==> config.mk <==
export PLATFORM = sky130hd
export DESIGN_NAME = ppc_div
export DESIGN_NICKNAME = d
export VERILOG_FILES = /design/src/ppc_div.sv
export SDC_FILE = /design/constraint.sdc
export NUM_CORES = 2
export LEC_CHECK = 0
export BUFFER_PORTS_ARGS = -buffer_cell sky130_fd_sc_hd__buf_2
export CORE_AREA = 2 2 579 1012
export CTS_BUF_LIST = sky130_fd_sc_hd__clkbuf_4
export CTS_CLUSTER_SIZE = 20
export DETAILED_ROUTE_END_ITERATION = 10
export DIE_AREA = 0 0 581 1014
export SYNTH_ARGS = -nofsm -noshare
export SYNTH_HDL_FRONTEND = slang
export SYNTH_SLANG_ARGS = --single-unit
==> constraint.sdc <==
create_clock -name clk -period 9.17 [get_ports clk]
set_input_delay 0.917 -clock clk [delete_from_list [all_inputs] [get_ports clk]]
set_output_delay 0.917 -clock clk [all_outputs]
set_load 0.02 [all_outputs]
==> src/ppc_div.sv <==
// ----------------------------------------------------------------------------
// ppc_div
// Pipelined restoring divider, one quotient bit per stage, with sideband.
// ----------------------------------------------------------------------------
module ppc_div #(
    parameter int NUM_W  = 34,
    parameter int DEN_W  = 27,
    parameter int SIDE_W = 1
) (
    input  logic              clk,
    input  logic              rst_n,
    input  logic              adv,
    input  logic              in_valid,
    input  logic [NUM_W-1:0]  in_num,
    input  logic [DEN_W-1:0]  in_den,
    input  logic [SIDE_W-1:0] in_side,
    output logic              out_valid,
    output logic [NUM_W-1:0]  out_quo,
    output logic [SIDE_W-1:0] out_side
);

    logic              vld_a  [0:NUM_W];
    logic [NUM_W-1:0]  num_a  [0:NUM_W];
    logic [NUM_W-1:0]  quo_a  [0:NUM_W];
    logic [DEN_W-1:0]  rem_a  [0:NUM_W];
    logic [DEN_W-1:0]  den_a  [0:NUM_W];
    logic [SIDE_W-1:0] side_a [0:NUM_W];

    // stage 0 is the input itself
    assign vld_a[0]  = in_valid;
    assign num_a[0]  = in_num;
    assign quo_a[0]  = '0;
    assign rem_a[0]  = '0;
    assign den_a[0]  = in_den;
    assign side_a[0] = in_side;

    for (genvar s = 0; s < NUM_W; s++) begin : g_stage
        logic [DEN_W:0]   trial;
        logic             ge;
        logic [DEN_W-1:0] rem_next;
        logic [DEN_W:0]   diff;

        // one trial subtraction
        always_comb
        begin
            trial    = {rem_a[s], num_a[s][NUM_W-1]};
            diff     = trial - {1'b0, den_a[s]};
            ge       = (trial >= {1'b0, den_a[s]});
            rem_next = ge ? diff[DEN_W-1:0] : trial[DEN_W-1:0];
        end

        always_ff @(posedge clk or negedge rst_n)
        begin
            if (!rst_n)
            begin
                vld_a[s+1] <= 1'b0;
            end
            else if (adv)
            begin
                vld_a[s+1] <= vld_a[s];
            end
        end

        always_ff @(posedge clk)
        begin
            if (adv)
            begin
                num_a[s+1]  <= {num_a[s][NUM_W-2:0], 1'b0};
                quo_a[s+1]  <= {quo_a[s][NUM_W-2:0], ge};
                rem_a[s+1]  <= rem_next;
                den_a[s+1]  <= den_a[s];
                side_a[s+1] <= side_a[s];
            end
        end
    end

    assign out_valid = vld_a[NUM_W];
    assign out_quo   = quo_a[NUM_W];
    assign out_side  = side_a[NUM_W];

endmodule

==> results.json <==
{
  "synth_edf_count": 2972,
  "fin_crit_sh": 0.558,
  "core-area_mm2": 0.582,
  "track_usage": 0.109,
  "ctsResizeCount": 0,
  "grt_max_degree": 183,
  "crit_chain": "inv_1 -> ha_1 -> a21o_1 -> a21oi_1 -> nor2b_1 -> o21ai_0 -> nand2_1 -> a221oi_1 -> o21ai_0 -> a221oi_1 -> o21a_1 -> buf_4 -> mux2_2",
  "route.final.wire_length_mm": 331,
  "grt_antenna_before_repair": 20,
  "num_vias": 90276,
  "critPathLaunchType": "flip-flop",
  "cpMaxStageDelayCell": "a221oi_1",
  "drt-pass1-iter-count": 5,
  "slew_violations": 0,
  "ys_seq_area_frac": 0.623,
  "die_w_um": 581,
  "clkPwrFrac": 0.208,
  "root_buffer": "clkbuf_4",
  "hp-class": "in2reg",
  "p_per_area_mw_per_mm2": 328,
  "async_flop_share": 0.0113,
  "synth_cell_types": 88,
  "avgSynthCellArea_um2": 12.7,
  "synthCells": 11432,
  "ys_top_cells_by_area": "edfxtp_1 (62%), ha_1 (7.7%), o21ai_0 (3.2%)",
  "portBuffers": 101,
  "ys_seq_elements": 3006,
  "r2r_slack_ps": 4060,
  "io-pin-count": 102,
  "tns_ps": 0,
  "crit_buf_inv": 2,
  "r2r_cells": 13,
  "slowest_delay_ps": 1010,
  "power.leakage_nw": 64.6,
  "fin_crit_ps": 5110,
  "synth_top_area_cell": "edfxtp_1",
  "grt_pass1_wl_mm": 506,
  "clock_path_buffers": 4,
  "ant_nets": 0,
  "drc": 0,
  "worstPathArrival_ps": 6500,
  "rsz0062_at_grt": "no",
  "seq_power_share": 0.385,
  "drive_gt1_frac": 0.129,
  "start_util": 0.249,
  "path_clk_slew_ps": 60,
  "crit_family": "compound AO/OA/AOI/OAI gates",
  "cts-htree-levels": 6,
  "place_congestion": 0.902,
  "cts_hold_buf": 129,
  "synth_top_area_share": 0.617,
  "yosys_warnings": 0,
  "cts_tree": "done",
  "worstHoldStart": "in_num[1]",
  "holdPathEnd": "num_a[1124]",
  "hold_viol": 0,
  "fmax_mhz": 196,
  "power.internal_mw": 34.3,
  "dieHeight_mm": 1.01,
  "dp_hpwl_mm": 244,
  "drt_iter0_drc": 3581,
  "cts_buffers": 766,
  "p_comb_frac": 0.407,
  "irDropWorstVdd_uv": 180,
  "viasPerCell": 4.40,
  "switchingPower_mw": 20.1,
  "cap_violations": 0,
  "clock_latency_ps": 1650,
  "fin_hold_ws_ps": 195,
  "min_path_cells": 2,
  "grt.overflow.total": 0,
  "cp-end-kind": "flip-flop",
  "r2r-start": "den_a[171]",
  "mappedNetlistArea_mm2": 0.145,
  "cp.required_ps": 10560,
  "grt_pass1_vias": 96198,
  "syn_nets": 12423,
  "nets": 13252,
  "dieArea_mm2": 0.589,
  "worstMarginPinSlew_ps": 1330,
  "path_class": "reg2reg",
  "crit-reg2reg-capture": "g_stage[29].trial[5]",
  "rows": 371,
  "area_delta_synth_final_pct": 14.5,
  "ys.flop_type": "edfxtp_1",
  "crit_fanout": 54,
  "cts_setup_buffers": 0,
  "post-route-util": 0.285,
  "slew_headroom": 0.105,
  "routedWlPerCell_um": 16.1,
  "fin_skew_ps": 152,
  "outcome": "complete, no violations",
  "setup_viol": 0,
  "cts.sinks": 3006,
  "switching_share": 0.369
}
-- how the worst max path moves through the flow --
stage                    startpoint                     to  cells past startpoint
6_report                 den_a[171]   g_stage[29].trial[5]                     13
2_1_floorplan  g_stage[29].trial[2]  g_stage[30].trial[23]                     13
3_5_place_dp             den_a[171]   g_stage[29].trial[5]                     13
5_1_grt                  den_a[171]   g_stage[29].trial[5]                     13
4_1_cts                  den_a[171]   g_stage[29].trial[5]                     13
3_3_place_gp             den_a[171]   g_stage[29].trial[5]                     13
-- synth_stat cells, drive strengths merged (60+ instances only) --
cell type / count
edfxtp: 2972
nand4: 118
a21oi: 727
clkbuf: 181
a21o: 395
nor3: 140
and3: 82
nand3: 143
nor2b: 116
nand2b: 143
a31oi: 83
a211oi: 60
o21bai: 95
o21ai: 955
nor2: 456
o31ai: 61
xnor2: 385
inv: 1122
mux2: 234
ha: 893
o21a: 125
buf: 69
xor2: 329
nand2: 933
-- layout by cell type (no fill, tap or decap), drive strengths merged, types with 26 or more instances in the layout --
cell type       n
a2111oi        26
xor2          329
o21ai         955
and2           35
diode          59
o21a          125
a21boi         28
edfxtp       2972
nand3         143
ha            893
nor3          140
fa             32
inv          1146
nor2b         116
mux2i          26
clkinv        207
clkbuf       1067
or3            36
xnor2         385
dfrtp          34
nor2          456
o21bai         95
o211ai         42
dlygate4sd3   128
nand2         933
a211oi         60
mux2          234
o31ai          61
a31oi          83
and3           82
nand4         118
nand2b        143
a21o          395
or2            28
buf           183
a21oi         727
-- kinds of logic (layout without fill, tap and decap cells) --
kind of cell,count (synthesis),after routing,share of synthesized area
AOI/OAI and AO/OA,2819,2819,0.120
xor gates and xnor gates,714,714,0.0432
adders and majority gates,925,925,0.0816
buffers and inverters,1372,2754,0.0368
DFF,3006,3006,0.623
muxes,260,260,0.0203
other,0,59,0
and+or+nand+nor,2336,2336,0.0758
-- worst register-to-register path: cells and delay by family, from the launching register on --
kind,cells,cell delay (ps)
AO/OA/AOI/OAI,7,2930
adder cells (fa/ha/maj),1,360
buffers and inverters,2,500
flip-flops,1,370
multiplexers,1,440
AND/OR/NAND/NOR,2,280
-- layout make-up --
| class | count | area, um2 |
|---|---|---|
| diodes | 59 | 148 |
| well taps | 7646 | 9570 |
| clock buffers | 1067 | 8010 |
| repair buffers | 311 | 2590 |
| inverters | 1122 | 4210 |
| fillers | 59164 | 416000 |
| flip-flops and latches | 3006 | 90100 |
| multi-input cells | 7054 | 49500 |
| clock inverters | 254 | 1550 |
-- stage by stage --
stage          worst slack (ps)  std cells  power [mW]  cell area, um2
6_report                   4060      20519        54.3          166000
3_3_place_gp               4280      19009        42.7          155000
4_1_cts                    4240      20460        54.9          165000
2_1_floorplan              5650      11432        36.8          145000
5_1_grt                    3760      20506        58.2          166000
3_5_place_dp               4250      19010        43.1          155000
-- flip-flops by register name (all words and copies together) (netlist names) --
register       cells
out_side           1
out_quo           34
g_stage.trial    924
vld_a             33
side_a            33
out_valid          1
num_a            528
den_a            891
quo_a            561
-- routing by layer --
metal  vias to the layer above  wire length, um  GRT usage  share of wire
li1                      44177                -          -              -
met1                     42949            92600     0.0755           0.28
met2                      1963           197000      0.234           0.60
met3                      1179            11200     0.0191          0.034
met4                         8            29900     0.0958          0.090
met5                         -               52          0        0.00016
-- power by group through the flow --
stage	sequential, mW	combinational [mW]	clock (mW)
5_1_grt	21.2	24.5	12.5
3_3_place_gp	21.1	21.6	0
2_1_floorplan	20.4	16.3	0
6_report	20.9	22.1	11.3
3_5_place_dp	21.2	22.0	0
4_1_cts	20.9	22.1	11.9
No activity file was read; power rests on OpenSTA's default activity.
