File: config.mk
export PLATFORM = sky130hd
export DESIGN_NAME = ppc_psc
export DESIGN_NICKNAME = d
export VERILOG_FILES = /design/src/ppc_pkg.sv /design/src/ppc_psc.sv
export SDC_FILE = /design/constraint.sdc
export NUM_CORES = 1
export LEC_CHECK = 0
export ABC_AREA = 1
export BUFFER_PORTS_ARGS = -buffer_cell sky130_fd_sc_hd__clkbuf_2
export CELL_PAD_IN_SITES_DETAIL_PLACEMENT = 0
export CELL_PAD_IN_SITES_GLOBAL_PLACEMENT = 1
export CORE_UTILIZATION = 45
export DETAILED_ROUTE_END_ITERATION = 12
export GPL_TIMING_DRIVEN = 0
export PLACE_DENSITY = 0.9
export SETUP_SLACK_MARGIN = 0.02
export SYNTH_ARGS = -nofsm -noshare
export SYNTH_HDL_FRONTEND = slang
export SYNTH_SLANG_ARGS = --single-unit
File: constraint.sdc
create_clock -name clk -period 10.3 [get_ports clk]
set_clock_uncertainty 0.15 [all_clocks]
set_input_delay 0 -clock clk [delete_from_list [all_inputs] [get_ports clk]]
set_output_delay 0 -clock clk [all_outputs]
set_load 0.02 [all_outputs]
File: src/ppc_pkg.sv
// ----------------------------------------------------------------------------
// ppc_pkg
// Widths, constants and item structs shared by the PWM period core.
// ----------------------------------------------------------------------------
package ppc_pkg;

    localparam int CLK_W   = 29;
    localparam int FREQ_W  = 27;
    localparam int PER_W   = 16;
    localparam int PSC_W   = 3;
    localparam int PSCX_W  = 5;
    localparam int TICK_SH = 5;               // times 32
    localparam int RAW_W   = CLK_W + TICK_SH; // 34-bit raw period / frequency

    localparam logic [CLK_W-1:0]  CLK_RESET = 29'd144000000;
    localparam logic [PSCX_W-1:0] TOP_BIT   = 5'd15;
    localparam logic [PER_W-1:0]  MIN_BASE  = 16'd96;
    localparam logic [PER_W-1:0]  MIN_FLOOR = 16'h0003;
    localparam logic [PER_W-1:0]  MAX_BASE  = 16'hFFFF;
    localparam logic [PER_W-1:0]  MAX_FLOOR = 16'hFFFD;
    localparam logic [PER_W-1:0]  TICK_MULT = 16'd32;
    localparam logic [PSCX_W-1:0] PSC_MAX   = 5'd7;

    // Register map
    localparam logic [2:0] REG_TIMER_CLK = 3'd0;

    // Sideband through the period divider
    typedef struct packed {
        logic [CLK_W-1:0] clk_hz;
        logic             zero;
    } ppc_side_t;

    // Sideband through the frequency divider
    typedef struct packed {
        logic [CLK_W-1:0]  clk_hz;
        logic [PER_W-1:0]  period;
        logic [PSCX_W-1:0] psc;
        logic              bad;
        logic              zero;
    } ppc_info_t;

endpackage

File: src/ppc_psc.sv
// ----------------------------------------------------------------------------
// ppc_psc
// Prescaler selection: top-bit search and shift, then limit check and step.
// ----------------------------------------------------------------------------
module ppc_psc (
    input  logic                      clk,
    input  logic                      rst_n,
    input  logic                      adv,
    input  logic                      in_valid,
    input  logic [ppc_pkg::RAW_W-1:0] raw,
    input  ppc_pkg::ppc_side_t        side,
    output logic                      out_valid,
    output ppc_pkg::ppc_info_t        info
);
    import ppc_pkg::*;

    logic [5:0]        msb;
    logic [PSCX_W-1:0] psc0;
    logic [RAW_W-1:0]  shifted;

    logic              v1_reg;
    logic [PER_W-1:0]  per1_reg;
    logic [PSCX_W-1:0] psc1_reg;
    logic [CLK_W-1:0]  clk1_reg;
    logic              zero1_reg;

    logic [PER_W-1:0]  min_p;
    logic [PER_W-1:0]  max_p;
    logic              over;
    logic [PSCX_W-1:0] psc_f;
    logic [PER_W-1:0]  per_f;
    logic              bad;

    logic              v2_reg;
    ppc_info_t         info_reg;

    // top set bit and first shift
    always_comb
    begin
        msb = '0;
        for (int i = 0; i < RAW_W; i++)
        begin
            if (raw[i])
            begin
                msb = 6'(i);
            end
        end
        psc0    = (msb > 6'(TOP_BIT)) ? 5'(msb - 6'(TOP_BIT)) : '0;
        shifted = raw >> psc0;
    end

    always_ff @(posedge clk or negedge rst_n)
    begin
        if (!rst_n)
        begin
            v1_reg <= 1'b0;
            v2_reg <= 1'b0;
        end
        else if (adv)
        begin
            v1_reg <= in_valid;
            v2_reg <= v1_reg;
        end
    end

    always_ff @(posedge clk)
    begin
        if (adv)
        begin
            per1_reg  <= shifted[PER_W-1:0];
            psc1_reg  <= psc0;
            clk1_reg  <= side.clk_hz;
            zero1_reg <= side.zero;
        end
    end

    // limits, one more halving if needed, range flag
    always_comb
    begin
        min_p = (psc1_reg < 5'd5) ? (MIN_BASE >> psc1_reg) : MIN_FLOOR;
        max_p = (psc1_reg < 5'd4) ? (MAX_BASE - (TICK_MULT >> psc1_reg)) : MAX_FLOOR;
        over  = (per1_reg > max_p);
        psc_f = over ? (psc1_reg + 5'd1) : psc1_reg;
        per_f = over ? (per1_reg >> 1) : per1_reg;
        bad   = zero1_reg || (psc_f > PSC_MAX) || (per_f < min_p) || (per_f > max_p);
    end

    always_ff @(posedge clk)
    begin
        if (adv)
        begin
            info_reg.clk_hz <= clk1_reg;
            info_reg.period <= per_f;
            info_reg.psc    <= psc_f;
            info_reg.bad    <= bad;
            info_reg.zero   <= zero1_reg;
        end
    end

    assign out_valid = v2_reg;
    assign info      = info_reg;

endmodule

==> results of run 1 <==
==> metal layers <==
metal  track usage, %  vias to the layer above
li1                 -                     2817
met1             29.4                     2675
met2             43.9                      171
met3             3.91                       34
met4             9.65                        0
met5                0                        -
==> how the worst min path moves through the flow <==
stage                 start            to  slack (ps)  cells past startpoint
floorplan             rst_n     out_valid        -450                      0
global placement      rst_n     out_valid        -360                      1
detailed placement    rst_n        v1_reg        -360                      1
CTS                 raw[32]  per1_reg[14]          20                      5
global route        raw[32]  per1_reg[14]          80                      5
finish              raw[32]  per1_reg[14]          40                      5
==> logic make-up after synthesis <==
kind of cell | count (synthesis)
adders and majority gates | 20
other | 1
AOI/OAI and AO/OA | 33
DFF | 105
buffers and inverters | 106
xor gates and xnor gates | 5
and+or+nand+nor | 459
==> layout by cell type (no fill, tap or decap), drive strengths merged, types with 4 or more instances in the layout <==
master and instances:
nand4 5, buf 14, edfxtp 103, ha 20, clkbuf 153, o21ai 6
clkinv 5, nor4 4, a21oi 18, nand2 211, nor3 6, nand3 188
xor2 4, inv 70, dlygate4sd3 33, nor2 41
==> worst reg2reg max path, delay by kind of cell (launching register included) <==
kind,cells,cell delay (ps)
AO/OA/AOI/OAI,4,800
adder cells (fa/ha/maj),2,520
buffers and inverters,3,610
flip-flops,1,420
AND/OR/NAND/NOR,11,2100
==> stage by stage <==
stage,instance area (µm²),instances,util (%),hold slack [ps]
after floorplan,6120,730,-,-446
after CTS,7600,1076,57.4,18.9
after global placement,6940,1026,52.4,-364
final,7600,1076,57.4,36.1
after detailed placement,6970,1027,52.7,-363
after global routing,7600,1076,57.4,76.9
==> final cells by class <==
cell class	count	area, µm²	area share [%]
timing repair buffer	154	961	12.7
multi-input combinational	519	2520	33.2
sequential	105	3140	41.4
buffer	36	194	2.55
tap	176	220	2.90
clock inverter	6	63.8	0.840
clock buffer	10	229	3.01
inverter	70	263	3.46
==> power groups by stage <==
stage	Clock [µW]	Sequential [µW]	Combinational [µW]
after floorplan	0	566	168
final	327	541	302
after global placement	0	548	283
after detailed placement	0	550	288
after CTS	329	540	300
after global routing	346	546	336
==> out/qor.yml, run 1 <==
status:
  status: "finished, final reports clean"
critical_path:
  cp_data_arrival_time_ps: 4770
  regToRegSetupSlack_ps: 5500
  regToRegEndpoint: "info[1]"
  max_stage_delay_ps: 420
  end_kind: "flip-flop"
  path_cells: "nor2_1 > inv_1 > nor2_1 > inv_1 > nor2_1 > ha_1 > nand2_1 > nor4b_1 > nor4_1 > nand2_1 > clkinv_1 > nor2_1 > a21oi_1 > ha_1 > nand2_1 > o21ai_0 > nand3_1 > a21oi_1 > nand4_1 > o311ai_0"
  cp_dominant_cell_by_count: "sky130_fd_sc_hd__nor2_1"
  timing.critical_path.buf_inv: 3
  worstSetupEndpoint: "info[1]"
  crit_start: "psc1_reg[4]"
  cp.required_ps: 10270
  reg2reg_depth: 20
  worstSetupPathDepth: 20
  worst-path-max-fanout: 10
  worstReg2RegStart: "psc1_reg[4]"
  worstSetupPathType: "flip-flop to flip-flop"
  slowest_stage: "sky130_fd_sc_hd__edfxtp_1"
  critical_path.top_delay_family: "simple AND/OR/NAND/NOR gates"
  critical_path.startpoint_type: "flip-flop"
layout:
  design.final.nets: 983
  drive_above_1_share_pct: 17.6
  areaGrowthSynthToFinish_pct: 24.2
  num_antenna_cells: 0
  fillCellCount: 1209
  largest_register_ffs: 52
clock_network:
  cts.clk_slew.worst_paths_ps: 70
  tritoncts: "built"
  clk_latency_ps: 350
  cts_setup_buffers: 0
  numCtsBuffers: 9
  cts.sink_count: 105
  clock-root-buffer: "sky130_fd_sc_hd__clkbuf_16"
  clock_path_buffers: 2
  cts.hold.buffers_added: 33
  cts_htree_levels: 3
  post_cts_resize_count: 0
detailed_routing:
  post-route-drc-count: 0
  route.detailed.wl_per_inst_um: 15.7
  ant_nets: 0
  vias_per_cell: 5.29
  routed-wl-met2_um: 8620
  met3RoutedLength_um: 699
  post_route_met1_wirelength_um: 7100
  route.vias.total: 5697
  postRouteWirelength_um: 16900
  highest_layer: "met4"
  initial_drc_count: 448
  drt-pass1-iter-count: 5
sta:
  timing.final.setup_violations: 0
  finalWorstPathRequiredPeriod_ps: 4800
  report.final.slew_viol_count: 0
  final_hold_viol_count: 0
  worst-slew-pin-transition_ps: 587
  unrepaired_setup_endpoints_after_global_routing: "false"
  setup_ws_ps: 5500
  achievable-frequency_mhz: 208
  setup_tns_ps: 0
  min_period_over_period_pct: 46.6
  timing.slew.headroom_pct: 60.9
synthesis:
  post_synth_mux_area_share_pct: 0
  synth_xor_xnor_area_share_pct: 0.716
  asyncSetResetFlopFracSynth_pct: 1.90
  synth-simple-area-share_pct: 33.2
  yosys.area.top_type: "sky130_fd_sc_hd__edfxtp_1"
  top_post_synthesis_cells_by_area: "sky130_fd_sc_hd__edfxtp_1 51%, sky130_fd_sc_hd__nand3_1 15%, sky130_fd_sc_hd__nand2_1 13%"
  synth-compound-area-share_pct: 3.13
  synth_top_family_by_area: "simple AND/OR/NAND/NOR gates"
  synth-adder-area-share_pct: 4.09
  synth-warning-count: 0
  synth_ff_type: "sky130_fd_sc_hd__edfxtp_1"
  synth_seq_area_share_pct: 51.4
  post_synth_inst_count: 729
  average_footprint_of_a_synthesized_cell_um2: 8.39
  synth_enable_flop_cells: 103
  synth.cell_area_mm2: 0.00612
  ys_seq_elements: 105
  netlist.area_leader.share_pct: 50.6
  synth.lib_cells_used.distinct: 35
  synthMostInstantiatedCell: "sky130_fd_sc_hd__nand2_1"
  synth.cells.most_frequent: "209 x sky130_fd_sc_hd__nand2_1, 187 x sky130_fd_sc_hd__nand3_1, 103 x sky130_fd_sc_hd__edfxtp_1, 63 x sky130_fd_sc_hd__inv_1, 40 x sky130_fd_sc_hd__nor2_1"
floorplanning:
  initial_utilization_pct: 46.2
  fp.dieW_um: 119
  core.rowCount: 42
  core-area_mm2: 0.0132
  chipHeight_um: 119
  design.portCount: 121
  die_area_mm2: 0.0141
grt:
  antenna_violations_before_repair: 0
  grt_max_degree: 73
  grt_overflow_total: 0
  grt.total_usage_pct: 24.6
  global_route_wire_length_before_repair_um: 26900
  first_global_vias: 5438
place:
  dp_hpwl_um: 12900
  pre_cts_slack_ps: 5480
  place.port_buffers: 120
  gp_congestion: 0.939
pwr:
  leakagePower_uw: 0.00353
  seq_power_share_pct: 46.3
  pwr-share-comb_pct: 25.8
  power.share.switching_pct: 32.0
  power_density_mw_per_mm2: 154
  internal_power_uw: 795
  power_switching_uw: 374
  share_of_power_burned_in_the_clock_network_pct: 27.9
  pnr_total_power_uw: 1170
  vdd.ir_drop.worst_uv: 88.2
worst_hold_path:
  hold_path.class: "input port to flip-flop"
flow_run:
  drv.max_cap_violation_count: 0
No activity file was read; power rests on OpenSTA's default activity.
==> run 2, diff against run 1 <==
Settings changed: CORE_UTILIZATION 45 to 37, PLACE_DENSITY 0.9 to 0.79.
Clock period 10.3 ns to 4.3 ns, I/O delays scaled along.
==> run 2 against run 1 <==
Worst setup slack got worse by 5000 ps. Count of clock-buffer cells in the layout shrank 1. Total power rose by 140%. Global-route usage decreased by 4.8 points. First-iteration DRC count decreased by 28%. Sequential cell count unchanged. Highest routed layer unchanged. Combinational power increased by 140%. Critical endpoint unchanged. Via count is 4.3% lower. Utilization down 9.2 points. Largest power group unchanged.
==> out/qor.yml, run 2 (same netlist as run 1, synthesis figures left out) <==
status:
  status: "finished, final reports clean"
layout:
  fillCellCount: 1592
  layout.cells.most_common: "sky130_fd_sc_hd__nand2_1"
  drive_above_1_share_pct: 18.9
  areaGrowthSynthToFinish_pct: 26.1
  num_antenna_cells: 0
  largest_register_ffs: 52
  design.final.nets: 987
  instances_no_fill: 1120
  layout_common_cells: "208 x sky130_fd_sc_hd__nand2_1, 187 x sky130_fd_sc_hd__nand3_1, 119 x sky130_fd_sc_hd__clkbuf_2"
critical_path:
  end_kind: "flip-flop"
  worstReg2RegStart: "psc1_reg[4]"
  regToRegSetupSlack_ps: 480
  worstSetupPathType: "flip-flop to flip-flop"
  regToRegEndpoint: "info[1]"
  cp.required_ps: 4310
  critical_path.startpoint_type: "flip-flop"
  reg2reg_depth: 19
  worst-path-max-fanout: 6
  cp_data_arrival_time_ps: 3830
clock_network:
  cts_htree_levels: 3
  tritoncts: "built"
  cts.clk_slew.worst_paths_ps: 70
  clock_path_buffers: 2
  cts.sink_count: 105
  clock-root-buffer: "sky130_fd_sc_hd__clkbuf_16"
  numCtsBuffers: 9
  clk_latency_ps: 330
worst_hold_path:
  hold_end: "per1_reg[14]"
  hold_path_depth: 5
  hold_path.startpoint: "raw[32]"
  hold_path.class: "input port to flip-flop"
sta:
  unrepaired_setup_endpoints_after_global_routing: "false"
  worst-slew-pin-transition_ps: 794
  final_hold_viol_count: 0
  achievable-frequency_mhz: 262
  timing.final.setup_violations: 0
  finalWorstPathRequiredPeriod_ps: 3820
  timing.slew.headroom_pct: 47.1
  min_period_over_period_pct: 88.7
  report.final.slew_viol_count: 0
grt:
  grt.total_usage_pct: 19.7
  first_global_vias: 5070
  global_route_wire_length_before_repair_um: 25900
  antenna_violations_before_repair: 0
  grt_max_degree: 60
  grt_overflow_total: 0
detailed_routing:
  route.vias.total: 5452
  initial_drc_count: 322
  vias_per_cell: 4.87
  postRouteWirelength_um: 16100
  route.detailed.wl_per_inst_um: 14.4
  ant_nets: 0
  drt-pass1-iter-count: 5
  post-route-drc-count: 0
pwr:
  power_switching_uw: 875
  power.share.switching_pct: 31.5
  pnr_total_power_uw: 2780
  vdd.ir_drop.worst_uv: 208
  pwr-share-comb_pct: 26.0
  leakagePower_uw: 0.00355
  share_of_power_burned_in_the_clock_network_pct: 27.5
  seq_power_share_pct: 46.5
  power_density_mw_per_mm2: 360
  internal_power_uw: 1900
floorplanning:
  die_area_mm2: 0.0171
  initial_utilization_pct: 38.2
  chipHeight_um: 131
  fp.dieW_um: 131
  core.rowCount: 46
  core-area_mm2: 0.0160
  design.portCount: 121
place:
  gp_congestion: 0.886
  place.detailed.instances: 1067
  place.port_buffers: 120
  dp_hpwl_um: 12400
flow_run:
  drv.max_cap_violation_count: 0
run 2: worst max path at each step:
stage	start	end	slack [ps]
6_report	psc1_reg[4]	info[1]	480
3_5_place_dp	psc1_reg[3]	info[1]	-240
5_1_grt	raw[2]	per1_reg[12]	60
4_1_cts	psc1_reg[3]	info[1]	80
2_1_floorplan	psc1_reg[3]	info[1]	690
3_3_place_gp	psc1_reg[3]	info[1]	-260
run 2: final cells by class:
class / count / area [µm²] / area share [%]
plain buffers: 36 / 194 / 2.51
clock buffers: 9 / 225 / 2.92
clock inverters: 7 / 62.6 / 0.811
inverters: 70 / 265 / 3.44
multi-input cells: 519 / 2560 / 33.1
flip-flops and latches: 105 / 3140 / 40.8
well taps: 216 / 270 / 3.50
repair buffers: 158 / 996 / 12.9
run 2: per-stage QoR:
| stage | hold slack (ps) | worst slack, ps | area (µm²) | utilization [%] | TNS [ps] |
|---|---|---|---|---|---|
| 3_3_place_gp | -361 | -262 | 6990 | 43.7 | -262 |
| 6_report | 32.2 | 485 | 7710 | 48.2 | 0 |
| 2_1_floorplan | -446 | 695 | 6120 | - | 0 |
| 5_1_grt | 66.7 | 57.0 | 7710 | 48.2 | 0 |
| 4_1_cts | 0.953 | 81.0 | 7650 | 47.8 | 0 |
| 3_5_place_dp | -362 | -239 | 7020 | 43.8 | -239 |
run 2: power by group through the flow:
stage	Sequential (µW)	Combinational, µW	Clock (µW)
4_1_cts	1290	713	785
6_report	1290	722	763
3_5_place_dp	1320	684	0
5_1_grt	1300	820	820
3_3_place_gp	1310	682	0
2_1_floorplan	1360	402	0
run 2: per-layer routing:
metal	wire, µm	up-vias	track usage [%]
met4	289	0	6.36
met3	900	18	2.85
met2	7660	192	32.9
li1	-	2825	-
met1	7290	2417	26.4
met5	0	-	0
run 2: worst max-delay path, stage by stage (launching register included):
cell and delay (ps):
sky130_fd_sc_hd__edfxtp_1 430, sky130_fd_sc_hd__nor2_1 170, sky130_fd_sc_hd__inv_1 90, sky130_fd_sc_hd__nor2_4 140, sky130_fd_sc_hd__nand2_1 100, sky130_fd_sc_hd__nor2_1 170
sky130_fd_sc_hd__ha_1 270, sky130_fd_sc_hd__nand2_1 110, sky130_fd_sc_hd__nor4b_2 70, sky130_fd_sc_hd__nor4_1 330, sky130_fd_sc_hd__nand2_2 150, sky130_fd_sc_hd__buf_12 160
sky130_fd_sc_hd__a21oi_1 300, sky130_fd_sc_hd__ha_1 170, sky130_fd_sc_hd__nand2_1 60, sky130_fd_sc_hd__o21ai_0 210, sky130_fd_sc_hd__nand3_1 100, sky130_fd_sc_hd__a21oi_1 130
sky130_fd_sc_hd__nand4_1 90, sky130_fd_sc_hd__o311ai_1 220
run 2: timing repair:
item                                    in CTS  in global routing
endpoints found under the setup margin       1                  1
buffers inserted                             0                  4
resized for setup                            5                  8
endpoints found under the hold margin       33                  0
hold buffers                                33                  0
pin swaps                                    0                  2
gates cloned                                 0                  0
